## config.mk

```make
export PLATFORM = sky130hd
export DESIGN_NAME = pid_clamped_integral_filtered_derivative_core
export DESIGN_NICKNAME = d
export VERILOG_FILES = /design/src/design/pidcf_pkg.sv /design/src/design/pidcf_datapath.sv /design/src/design/pid_clamped_integral_filtered_derivative_core.sv
export SDC_FILE = /design/constraint.sdc
export NUM_CORES = 2
export LEC_CHECK = 0
export BUFFER_PORTS_ARGS = -buffer_cell sky130_fd_sc_hd__buf_2
export CAP_MARGIN = 20
export CORE_AREA = 8 8 257 259
export DETAILED_ROUTE_END_ITERATION = 7
export DIE_AREA = 0 0 265 267
export MAX_ROUTING_LAYER = met4
export PLACE_DENSITY = 0.91
export SLEW_MARGIN = 20
export SYNTH_ARGS = -nofsm -noshare
export SYNTH_HDL_FRONTEND = slang
export SYNTH_HIERARCHICAL = 1
export SYNTH_SLANG_ARGS = --single-unit
```

## constraint.sdc

```tcl
create_clock -name clk -period 18.9 [get_ports clk]
set_clock_uncertainty 0.1 [all_clocks]
set_input_delay 3.78 -clock clk [delete_from_list [all_inputs] [get_ports clk]]
set_output_delay 3.78 -clock clk [all_outputs]
set_load 0.005 [all_outputs]
```

## src/design/pidcf_pkg.sv

```systemverilog
// shared types, constants and microprogram for the pid core
`timescale 1ns / 1ps
`default_nettype none
package pidcf_pkg;

	localparam int GAIN_W     = 16;
	localparam int LIM_W      = 15;
	localparam int INTEG_W    = 16;
	localparam int FRAC_W     = 16;
	localparam int CFG_DATA_W = 16;
	localparam int CFG_IDX_W  = 3;
	localparam int STEP_W     = 4;

	localparam logic [GAIN_W-1:0] COEF_RESET  = 16'd39322;
	localparam logic [LIM_W-1:0]  LIMIT_RESET = 15'd3000;

	typedef logic [STEP_W-1:0] step_t;

	localparam step_t STEP_FIRST = 4'd0;
	localparam step_t STEP_FIN   = 4'd9;

	typedef enum logic [CFG_IDX_W-1:0] {
		REG_PROP_GAIN    = 3'd0,
		REG_INTEG_GAIN   = 3'd1,
		REG_DERIV_GAIN   = 3'd2,
		REG_FILTER_COEF  = 3'd3,
		REG_INTEG_LIMIT  = 3'd4,
		REG_OUT_LIMIT    = 3'd5,
		REG_OUT_LIMIT_EN = 3'd6
	} reg_idx_t;

	typedef enum logic [1:0] {
		MA_KI,
		MA_KP,
		MA_BETA,
		MA_KD
	} mul_a_t;

	typedef enum logic [2:0] {
		MB_ERR,
		MB_DH,
		MB_DL,
		MB_HI,
		MB_LO
	} mul_b_t;

	typedef enum logic [2:0] {
		OP_IDLE,
		OP_INTEG,
		OP_SUM_INIT,
		OP_FILT_HI,
		OP_FILT_LO,
		OP_SUM_HI,
		OP_SUM_LO,
		OP_FINISH
	} alu_op_t;

	typedef struct packed {
		mul_a_t  mul_a;
		mul_b_t  mul_b;
		alu_op_t op;
		logic    br_no_deriv;
		step_t   target;
	} ucode_t;

	typedef struct packed {
		logic    load;
		mul_a_t  mul_a;
		mul_b_t  mul_b;
		alu_op_t op;
	} dp_ctrl_t;

	// microprogram: each step issues one product, and the integ, filter and sum steps consume the previous one
	function automatic ucode_t ucode_rom(input step_t step);
		ucode_t w;
		unique case (step)
			4'd0: w = '{MA_KI,   MB_ERR, OP_IDLE,     1'b0, STEP_FIN};
			4'd1: w = '{MA_KP,   MB_ERR, OP_INTEG,    1'b0, STEP_FIN};
			4'd2: w = '{MA_KI,   MB_ERR, OP_SUM_INIT, 1'b1, STEP_FIN};
			4'd3: w = '{MA_BETA, MB_DH,  OP_IDLE,     1'b0, STEP_FIN};
			4'd4: w = '{MA_BETA, MB_DL,  OP_FILT_HI,  1'b0, STEP_FIN};
			4'd5: w = '{MA_KI,   MB_ERR, OP_FILT_LO,  1'b0, STEP_FIN};
			4'd6: w = '{MA_KD,   MB_HI,  OP_IDLE,     1'b0, STEP_FIN};
			4'd7: w = '{MA_KD,   MB_LO,  OP_SUM_HI,   1'b0, STEP_FIN};
			4'd8: w = '{MA_KI,   MB_ERR, OP_SUM_LO,   1'b0, STEP_FIN};
			default: w = '{MA_KI, MB_ERR, OP_FINISH, 1'b0, STEP_FIN};
		endcase
		return w;
	endfunction

endpackage
`default_nettype wire

```

## src/design/pidcf_datapath.sv

```systemverilog
// shared multiplier, accumulators and loop state of the pid core
`timescale 1ns / 1ps
`default_nettype none
module pidcf_datapath #(
	parameter int DATA_WIDTH = 16
) (
	input  wire logic                            clk,
	input  wire logic                            arst_n,
	input  wire pidcf_pkg::dp_ctrl_t             ctrl,
	input  wire logic [DATA_WIDTH-1:0]           setpoint,
	input  wire logic [DATA_WIDTH-1:0]           measurement,
	input  wire logic [pidcf_pkg::GAIN_W-1:0]    prop_gain,
	input  wire logic [pidcf_pkg::GAIN_W-1:0]    integ_gain,
	input  wire logic [pidcf_pkg::GAIN_W-1:0]    deriv_gain,
	input  wire logic [pidcf_pkg::GAIN_W-1:0]    deriv_filter_coef,
	input  wire logic [pidcf_pkg::LIM_W-1:0]     integ_limit,
	input  wire logic [pidcf_pkg::LIM_W-1:0]     out_limit,
	input  wire logic                            out_limit_enable,
	output logic      [DATA_WIDTH-1:0]           drive
);
	import pidcf_pkg::*;

	localparam int EW   = DATA_WIDTH + 1;
	localparam int DERW = DATA_WIDTH + 2;
	localparam int FW   = DATA_WIDTH + 20;
	localparam int DW   = DATA_WIDTH + 20;
	localparam int MB   = (DATA_WIDTH + 4 > 17) ? DATA_WIDTH + 4 : 17;
	localparam int PW   = MB + GAIN_W + 1;
	localparam int SW   = PW + 3;

	localparam logic signed [PW-1:0] RND8     = 128;
	localparam logic signed [PW-1:0] RND16    = 32768;
	localparam logic signed [SW-1:0] SUM_RND8 = 128;
	localparam logic signed [SW-1:0] D_MAX    = {{(SW-DATA_WIDTH+1){1'b0}}, {(DATA_WIDTH-1){1'b1}}};
	localparam logic signed [SW-1:0] D_MIN    = ~D_MAX;

	logic signed [EW-1:0]      err_q;
	logic signed [EW-1:0]      prev_q;
	logic                      first_q;
	logic signed [INTEG_W-1:0] integ_q;
	logic signed [FW-1:0]      filt_q;
	logic signed [DW-1:0]      diff_q;
	logic signed [PW-1:0]      prod_q;
	logic signed [SW-1:0]      sum_q;

	logic                      deriv_on;
	logic signed [EW-1:0]      err_c;
	logic signed [GAIN_W:0]    op_a;
	logic signed [MB-1:0]      op_b;
	logic signed [PW-1:0]      prod_c;
	logic signed [DW-FRAC_W-1:0] dh;
	logic signed [FW-FRAC_W-1:0] hi;
	logic signed [PW-1:0]      i_inc;
	logic signed [PW-1:0]      i_sum;
	logic signed [PW-1:0]      i_lim;
	logic signed [PW-1:0]      i_new;
	logic signed [DERW-1:0]    der;
	logic signed [FW-1:0]      f_start;
	logic signed [DW-1:0]      diff_c;
	logic signed [FW-1:0]      filt_hi;
	logic signed [FW-1:0]      filt_lo;
	logic signed [SW-1:0]      sum_init;
	logic signed [SW-1:0]      sum_hi;
	logic signed [SW-1:0]      sum_lo;
	logic signed [SW-1:0]      d_rnd;
	logic signed [SW-1:0]      o_lim;
	logic signed [SW-1:0]      d_clamp;
	logic signed [SW-1:0]      d_sat;

	assign deriv_on = (deriv_gain != '0);
	assign err_c    = EW'($signed(setpoint)) - EW'($signed(measurement));
	assign dh       = $signed(diff_q[DW-1:FRAC_W]);
	assign hi       = $signed(filt_q[FW-1:FRAC_W]);

	// shared multiplier operand select
	always_comb begin
		unique case (ctrl.mul_a)
			MA_KI:   op_a = $signed({1'b0, integ_gain});
			MA_KP:   op_a = $signed({1'b0, prop_gain});
			MA_BETA: op_a = $signed({1'b0, deriv_filter_coef});
			MA_KD:   op_a = $signed({1'b0, deriv_gain});
		endcase
		unique case (ctrl.mul_b)
			MB_ERR:  op_b = MB'(err_q);
			MB_DH:   op_b = MB'(dh);
			MB_DL:   op_b = MB'($signed({1'b0, diff_q[FRAC_W-1:0]}));
			MB_HI:   op_b = MB'(hi);
			MB_LO:   op_b = MB'($signed({1'b0, filt_q[FRAC_W-1:0]}));
			default: op_b = MB'(err_q);
		endcase
		prod_c = PW'(op_a) * PW'(op_b);
	end

	// integral update with symmetric clamp
	always_comb begin
		i_inc = (prod_q + RND8) >>> 8;
		i_sum = PW'(integ_q) + i_inc;
		i_lim = $signed(PW'(integ_limit));
		priority if (i_sum >= i_lim) begin
			i_new = i_lim;
		end else if (i_sum <= -i_lim) begin
			i_new = -i_lim;
		end else begin
			i_new = i_sum;
		end
	end

	// derivative filter and sum terms
	always_comb begin
		der      = first_q ? '0 : (DERW'(err_q) - DERW'(prev_q));
		f_start  = first_q ? '0 : filt_q;
		diff_c   = (DW'(der) <<< FRAC_W) - DW'(f_start);
		filt_hi  = filt_q + FW'(prod_q);
		filt_lo  = filt_q + FW'((prod_q + RND16) >>> FRAC_W);
		sum_init = (SW'(integ_q) <<< 8) + SW'(prod_q);
		sum_hi   = sum_q + SW'(prod_q);
		sum_lo   = sum_q + SW'(prod_q >>> FRAC_W);
	end

	// output rounding, clamp and saturation
	always_comb begin
		d_rnd = (sum_q + SUM_RND8) >>> 8;
		o_lim = $signed(SW'(out_limit));
		d_clamp = d_rnd;
		if (out_limit_enable) begin
			priority if (d_rnd >= o_lim) begin
				d_clamp = o_lim;
			end else if (d_rnd <= -o_lim) begin
				d_clamp = -o_lim;
			end else begin
				d_clamp = d_rnd;
			end
		end
		priority if (d_clamp > D_MAX) begin
			d_sat = D_MAX;
		end else if (d_clamp < D_MIN) begin
			d_sat = D_MIN;
		end else begin
			d_sat = d_clamp;
		end
		drive = DATA_WIDTH'(d_sat);
	end

	always_ff @(posedge clk or negedge arst_n) begin
		if (!arst_n) begin
			integ_q <= '0;
			prev_q  <= '0;
			filt_q  <= '0;
			first_q <= 1'b1;
		end else begin
			unique case (ctrl.op)
				OP_INTEG: integ_q <= INTEG_W'(i_new);
				OP_SUM_INIT: begin
					if (deriv_on) begin
						prev_q  <= err_q;
						filt_q  <= f_start;
						first_q <= 1'b0;
					end
				end
				OP_FILT_HI: filt_q <= filt_hi;
				OP_FILT_LO: filt_q <= filt_lo;
				default: ;
			endcase
		end
	end

	always_ff @(posedge clk) begin
		prod_q <= prod_c;
		if (ctrl.load) begin
			err_q <= err_c;
		end
		unique case (ctrl.op)
			OP_SUM_INIT: begin
				sum_q <= sum_init;
				if (deriv_on) begin
					diff_q <= diff_c;
				end
			end
			OP_SUM_HI: sum_q <= sum_hi;
			OP_SUM_LO: sum_q <= sum_lo;
			default: ;
		endcase
	end

endmodule
`default_nettype wire

```

## src/design/pid_clamped_integral_filtered_derivative_core.sv

```systemverilog
// top level: stream ports, config registers and microcode sequencer of the pid core
// each beat runs the microprogram; with deriv_gain zero the derivative steps are skipped
// a new beat is taken only while idle or in the cycle the previous result is written out,
// so one sample finishes before the next; the ten-step program uses one multiplier
// results wait in an output register, so a stalled output delays only the finish step
// reset (arst_n low, asynchronous): registers return to their defaults, integral,
// previous error and filtered term clear, first-sample flag sets; no clearing pass
`timescale 1ns / 1ps
`default_nettype none
module pid_clamped_integral_filtered_derivative_core #(
	parameter int DATA_WIDTH = 16
) (
	input  wire logic                                   clk,
	input  wire logic                                   arst_n,
	input  wire logic                                   s_axis_tvalid,
	output logic                                        s_axis_tready,
	// setpoint, measurement
	input  wire logic [((2*DATA_WIDTH+7)/8)*8-1:0]      s_axis_tdata,
	output logic                                        m_axis_tvalid,
	input  wire logic                                   m_axis_tready,
	// drive
	output logic      [((DATA_WIDTH+7)/8)*8-1:0]        m_axis_tdata,
	input  wire logic                                   cfg_valid,
	output logic                                        cfg_ready,
	input  wire logic [pidcf_pkg::CFG_IDX_W-1:0]        cfg_index,
	input  wire logic [pidcf_pkg::CFG_DATA_W-1:0]       cfg_data
);
	import pidcf_pkg::*;

	localparam int OUT_TW = ((DATA_WIDTH + 7) / 8) * 8;

	logic [GAIN_W-1:0]     prop_gain_q;
	logic [GAIN_W-1:0]     integ_gain_q;
	logic [GAIN_W-1:0]     deriv_gain_q;
	logic [GAIN_W-1:0]     filter_coef_q;
	logic [LIM_W-1:0]      integ_limit_q;
	logic [LIM_W-1:0]      out_limit_q;
	logic                  out_limit_en_q;

	logic                  busy_q;
	logic                  busy_d;
	step_t                 step_q;
	step_t                 step_d;
	logic                  m_valid_q;
	logic [DATA_WIDTH-1:0] drive_q;
	logic [DATA_WIDTH-1:0] dp_drive;

	ucode_t                ucode;
	dp_ctrl_t              dp_ctrl;
	logic                  in_fire;
	logic                  fin_go;

	assign cfg_ready     = 1'b1;
	assign ucode         = ucode_rom(step_q);
	assign in_fire       = s_axis_tvalid && s_axis_tready;
	assign m_axis_tvalid = m_valid_q;
	assign m_axis_tdata  = OUT_TW'(drive_q);

	always_ff @(posedge clk or negedge arst_n) begin
		if (!arst_n) begin
			prop_gain_q    <= '0;
			integ_gain_q   <= '0;
			deriv_gain_q   <= '0;
			filter_coef_q  <= COEF_RESET;
			integ_limit_q  <= LIMIT_RESET;
			out_limit_q    <= LIMIT_RESET;
			out_limit_en_q <= 1'b1;
		end else if (cfg_valid && cfg_ready) begin
			case (cfg_index)
				REG_PROP_GAIN:    prop_gain_q    <= cfg_data;
				REG_INTEG_GAIN:   integ_gain_q   <= cfg_data;
				REG_DERIV_GAIN:   deriv_gain_q   <= cfg_data;
				REG_FILTER_COEF:  filter_coef_q  <= cfg_data;
				REG_INTEG_LIMIT:  integ_limit_q  <= cfg_data[LIM_W-1:0];
				REG_OUT_LIMIT:    out_limit_q    <= cfg_data[LIM_W-1:0];
				REG_OUT_LIMIT_EN: out_limit_en_q <= cfg_data[0];
				default: ;
			endcase
		end
	end

	// next step
	always_comb begin
		busy_d = busy_q;
		step_d = step_q;
		priority if (in_fire) begin
			busy_d = 1'b1;
			step_d = STEP_FIRST;
		end else if (fin_go) begin
			busy_d = 1'b0;
		end else if (busy_q && ucode.op != OP_FINISH) begin
			if (ucode.br_no_deriv && deriv_gain_q == '0) begin
				step_d = ucode.target;
			end else begin
				step_d = step_q + 1'b1;
			end
		end else begin
			busy_d = busy_q;
		end
	end

	// sequencer outputs
	always_comb begin
		fin_go        = busy_q && ucode.op == OP_FINISH && (!m_valid_q || m_axis_tready);
		s_axis_tready = !busy_q || fin_go;
		dp_ctrl.load  = s_axis_tvalid && (!busy_q || fin_go);
		dp_ctrl.mul_a = ucode.mul_a;
		dp_ctrl.mul_b = ucode.mul_b;
		dp_ctrl.op    = busy_q ? ucode.op : OP_IDLE;
	end

	always_ff @(posedge clk or negedge arst_n) begin
		if (!arst_n) begin
			busy_q    <= 1'b0;
			step_q    <= STEP_FIRST;
			m_valid_q <= 1'b0;
		end else begin
			busy_q <= busy_d;
			step_q <= step_d;
			if (fin_go) begin
				m_valid_q <= 1'b1;
			end else if (m_axis_tready) begin
				m_valid_q <= 1'b0;
			end
		end
	end

	always_ff @(posedge clk) begin
		if (fin_go) begin
			drive_q <= dp_drive;
		end
	end

	pidcf_datapath #(
		.DATA_WIDTH(DATA_WIDTH)
	) u_datapath (
		.clk              (clk),
		.arst_n           (arst_n),
		.ctrl             (dp_ctrl),
		.setpoint         (s_axis_tdata[DATA_WIDTH-1:0]),
		.measurement      (s_axis_tdata[2*DATA_WIDTH-1:DATA_WIDTH]),
		.prop_gain        (prop_gain_q),
		.integ_gain       (integ_gain_q),
		.deriv_gain       (deriv_gain_q),
		.deriv_filter_coef(filter_coef_q),
		.integ_limit      (integ_limit_q),
		.out_limit        (out_limit_q),
		.out_limit_enable (out_limit_en_q),
		.drive            (dp_drive)
	);

	a_step_range: assert property (@(posedge clk) disable iff (!arst_n)
		busy_q |-> step_q <= STEP_FIN)
		else $error("step counter past end of program");

	a_start: assert property (@(posedge clk) disable iff (!arst_n)
		in_fire |=> busy_q && step_q == STEP_FIRST)
		else $error("accepted beat did not start the program");

	a_skip_deriv: assert property (@(posedge clk) disable iff (!arst_n)
		busy_q && !in_fire && ucode.br_no_deriv && deriv_gain_q == '0 |=> step_q == STEP_FIN)
		else $error("derivative steps not skipped with zero gain");

	a_out_load: assert property (@(posedge clk) disable iff (!arst_n)
		fin_go |=> m_axis_tvalid)
		else $error("finished result not presented");

endmodule
`default_nettype wire

```

Yosys cells after proc, flatten, opt, wreduce, memory -nomap -nowiden. Memory sizes are Yosys's and may differ from the RTL's. Cells that the tools add are included. W data, S select, Z words.

Memories: 1. ROM bits: 144. Flip-flop bits (word level): 317. Logic and storage cells: 115.

Equality and inequality tests: 23. $mul: 1. Reductions and logical operators: 28. Magnitude comparators: 6. Muxes and demuxes: 22. $add $sub $neg: 15.

Memory list: (name not given) (depth 16, bits a word 9, rd ports 1, clocked after Yosys merged registers in 0, wr ports 0, RTL line pidcf_pkg.sv:76) `unique case (step)`.

Operators with widths (number): $mux W40 (3); $pmux W40 S3 (1); $pmux W36 S3 (1); $pmux W20 S4 (1); $mux W36 (2); $pmux W17 S4 (1); $mux W16 (3); $add A40 B21 Y40 (1); $add A40 B37 Y40 (1); $add A40 B9 Y40 const B (1); $gt A40 B16 Y1 const B (1); $le A32 B40 Y1 (1); $lt A40 B16 Y1 const B (1); $neg A15 Y40 (1); $add A24 B37 Y38 (1); $add A37 B17 Y37 const B (1); $add A37 B9 Y37 const B (1); $le A30 B37 Y1 (1); $mul A17 B20 Y37 (1); $neg A15 Y37 (1); $add A36 B21 Y36 (1); $add A36 B36 Y36 (1); $sub A34 B36 Y36 (1); $ge A32 B16 Y1 (1); other kinds (27) (66).

Depth between registers and ports, before layout. An unclocked memory read counts as a cell.

Depth after elaboration: 8. Depth in mapped cells: 37. Depth with buffers taken out: 35.

By module. The synthesis kept the hierarchy.

By module, submodules not included: pidcf_datapath (cells each 4238, area an instance 35102.4 µm², instances 1); pid_clamped_integral_filtered_derivative_core (cells each 295, area an instance 4690.7 µm², instances 1).

Least setup slack after synthesis. Ideal clock, no wire load.

Path kind: register to register. Start point: register step_q[0]. End point: register u_datapath.prod_q[36]. Path buffers: 3. Required time: 18.728 ns. Slack: 10.352 ns. Arrival time: 8.376 ns. Cell stages (with the launch flop): 33. Cell sequence: dfrtp_1 > inv_1 > ha_1 > nor2_1 > nor3_1 > inv_1 > clkbuf_1 > nand2_1 > o22ai_1 > and2_0 > a211oi_1 > clkbuf_1 > nand2_1 > fa_1 > fa_1 > fa_1 > fa_1 > inv_1 > fa_1 > fa_1 > ha_1 > clkbuf_1 > a21o_1 > a21oi_1 > nand2_1 > o211a_1 > o31a_1 > a211o_1 > a41o_1 > or4_1 > a31o_2 > a21oi_1 > xnor2_1.

RTL lines: start, declared (RTL line pid_clamped_integral_filtered_derivative_core.sv:42) `step_t step_q;`; start signal, assigned (RTL line pid_clamped_integral_filtered_derivative_core.sv:119) `step_q <= step_d;`; end signal, assigned (RTL line pidcf_datapath.sv:168) `prod_q <= prod_c;`; end, declared (RTL line pidcf_datapath.sv:43) `logic signed [PW-1:0] prod_q;`.

==> impl_metrics.json <==
{
  "grt_pass1_wl_mm": 188.0,
  "use_met2_pct": 52.83,
  "clock_path_buffers": 3,
  "die_y_um": 267,
  "syn2layout_area_growth_pct": 5.786,
  "finalCritPeriodShare_pct": 52.27,
  "rsz0062_at_grt": "no",
  "die-area_sq_um": 70760,
  "setup_viol": 0,
  "min_path_type": "reg -> reg",
  "wl_per_cell_um": 22.21,
  "core.rowCount": 92,
  "clk_pin_slew_worst_paths_ps": 60,
  "h-tree-depth": 2,
  "hold_buffers": 0,
  "maxCapViolCount": 0,
  "place_hpwl_mm": 90.03,
  "synthArstFlopShare_pct": 53.94,
  "num_vias": 34803,
  "port_buffers": 73,
  "crit_fanout": 24,
  "grt_antenna_before_repair": 4,
  "drc": 0,
  "timing.fmax_mhz": 101.2,
  "end_kind": "flip-flop",
  "crit_path_top_delay_cell": "nor2_1",
  "cts_resized": 0,
  "yosysWarnings": 6,
  "clk_latency_ps": 590,
  "path_class": "reg -> reg",
  "viasPerCell": 6.503,
  "cts_tree": "yes",
  "pin_count": 75,
  "nets": 5298,
  "grt_busiest_layer": "met2",
  "start_kind": "flip-flop",
  "fin_tns_setup_ps": 0,
  "grt.total_usage_pct": 34.28,
  "ys_ff_latch": 317,
  "cp.arrival_ps": 10280,
  "clock-sinks": 317,
  "gp_congestion": 1.002,
  "core_area_sq_um": 62160,
  "yosysSeqAreaShare_pct": 20.92,
  "fin_crit_ps": 9879,
  "syn_area_per_cell_sq_um": 8.779,
  "wirelength_mm": 118.9,
  "crit_family": "adder cells",
  "critPathMaxStageDelay_ps": 820,
  "use_met3_pct": 7.147,
  "netlist_instances": 4533,
  "synthesis.nets": 5309,
  "cts_buffers": 38,
  "grt_overflow_total": 0,
  "synth_ff_type": "dfrtp_1",
  "initial_core_util_pct": 64.02,
  "die_w_um": 265,
  "worstPathRequired_ps": 19300,
  "cts_setup_buffers": 0,
  "synth_cell_types": 105,
  "cts-root-buf": "clkbuf_16",
  "fillers": 4545,
  "ant_nets": 0,
  "drt_first_pass_iters": 6,
  "hold_violations": 0,
  "grt_pass1_vias": 35543,
  "status": "completed",
  "grt_util_met1_pct": 39.60,
  "syn_area_sq_um": 39790,
  "slew_violations": 0,
  "drt-initial-drc-count": 3873,
  "synth-edff-count": 109,
  "tightest_slew_ps": 1186,
  "critPathBufInv": 7,
  "grt_max_degree": 70,
  "final_layout_size_suffix_gt1_share_pct": 9.121,
  "maxSlewHeadroom_pct": 20.23
}
-- logic make-up (layout without fill, tap and decap cells) --
family / after synthesis / in the layout / synth area share (%)
AND/OR/NAND/NOR: 1358 / 1358 / 16.08
AO/OA/AOI/OAI: 917 / 917 / 15.21
buffers and inverters: 746 / 763 / 7.216
adder cells (fa/ha/maj): 720 / 720 / 28.81
flip-flops: 317 / 317 / 20.92
XOR/XNOR: 301 / 301 / 6.625
multiplexers: 173 / 173 / 5.138
other: 1 / 4 / 0.009424
-- cells in the mapped netlist, types with 93 or more instances --
library cell	instances	area [sq um]
a21o_1	93	698.2
a21oi_1	221	1106
clkbuf_1	128	480.5
dfrtp_1	147	3679
edfxtp_1	109	3273
fa_1	327	6546
ha_1	393	4917
inv_1	577	2166
mux2_2	135	1520
nand2_1	495	1858
nor2_1	346	1299
o21ai_0	184	920.9
xnor2_1	206	1804
xor2_1	95	832.1
-- flip-flops by register name (all words and copies together), names as in the netlist, 16 cells and up --
register	cells
u_datapath/sum_q	40
u_datapath/filt_q	36
m_axis_tdata	16
deriv_gain_q	16
u_datapath/err_q	17
u_datapath/diff_q	36
u_datapath/integ_q	16
integ_gain_q	16
filter_coef_q	16
prop_gain_q	16
u_datapath/prod_q	37
u_datapath/prev_q	17
-- metal layers --
layer	up-vias	wire [um]
met5	-	0
met4	0	10480
met3	673	12080
met2	2034	52960
met1	16585	43360
li1	15511	-
-- through the flow --
stage / worst slack (ps) / hold WS [ps] / util [%] / std cells / instance area (sq um)
after floorplan: 10350 / 352.2 / - / 4533 / 39790
after global placement: 9533 / 365.0 / 65.67 / 5281 / 40820
after detailed placement: 9195 / 391.4 / 65.67 / 5281 / 40820
after CTS: 9199 / 406.3 / 67.70 / 5349 / 42080
after global routing: 8581 / 417.1 / 67.72 / 5351 / 42090
final: 9021 / 406.0 / 67.72 / 5352 / 42100
-- final timing paths --
kind | startpoint | to | slack, ps | cells past startpoint
max | step_q[0] | u_datapath/prod_q[36] | 9020 | 32
min | prop_gain_q[6] | prop_gain_q[6] | 410 | 1
max reg2reg | step_q[0] | u_datapath/prod_q[36] | 9020 | 32
min reg2reg | prop_gain_q[6] | prop_gain_q[6] | 410 | 1
max in group asynchronous | arst_n | prop_gain_q[4] | 14390 | 2
min in group asynchronous | arst_n | m_axis_tvalid | 3110 | 1
-- cells in the final DEF, fill, tap and decap left out, types with 18 or more instances in the layout --
cell / n
a21o_1: 93
o211ai_1: 27
a21boi_0: 18
buf_2: 72
nor2_1: 344
nor3_1: 62
nor2b_1: 54
and3_1: 43
a21oi_1: 220
a22o_1: 30
o22ai_1: 42
xnor2_1: 206
edfxtp_1: 109
dfrtp_1: 147
nand4_1: 44
nand2b_1: 45
a211oi_1: 19
o21a_1: 60
mux2_2: 135
clkbuf_16: 39
inv_1: 577
a31oi_1: 30
and2_1: 35
buf_4: 42
fa_1: 327
nand2_1: 494
ha_1: 393
dfstp_2: 24
o21bai_1: 31
or3_1: 20
mux2i_1: 25
o21ai_0: 178
dfxtp_1: 37
nand3_1: 91
nor4_1: 38
xor2_1: 95
-- layout make-up --
type                    instances  area, sq um  share of cell area [%]
inverters                     580         2177                   5.172
repair buffers                115        686.9                   1.632
well taps                     799        999.7                   2.375
multi-input cells            3470        28640                   68.04
clock inverters                21        234.0                  0.5558
flip-flops and latches        317         8323                   19.77
clock buffers                  47         1026                   2.437
diodes                          3        7.507                 0.01783
-- worst register-to-register path, delay by kind of cell (launching register included) --
kind,cells,cell delay (ps)
AOI/OAI and AO/OA,10,2870
and+or+nand+nor,6,1890
DFF,1,450
xor gates and xnor gates,1,130
adders and majority gates,8,3360
buffers and inverters,7,1040
Power is not shown: default switching activity piles up to over one toggle a cycle in this logic, so the estimate is an artifact.
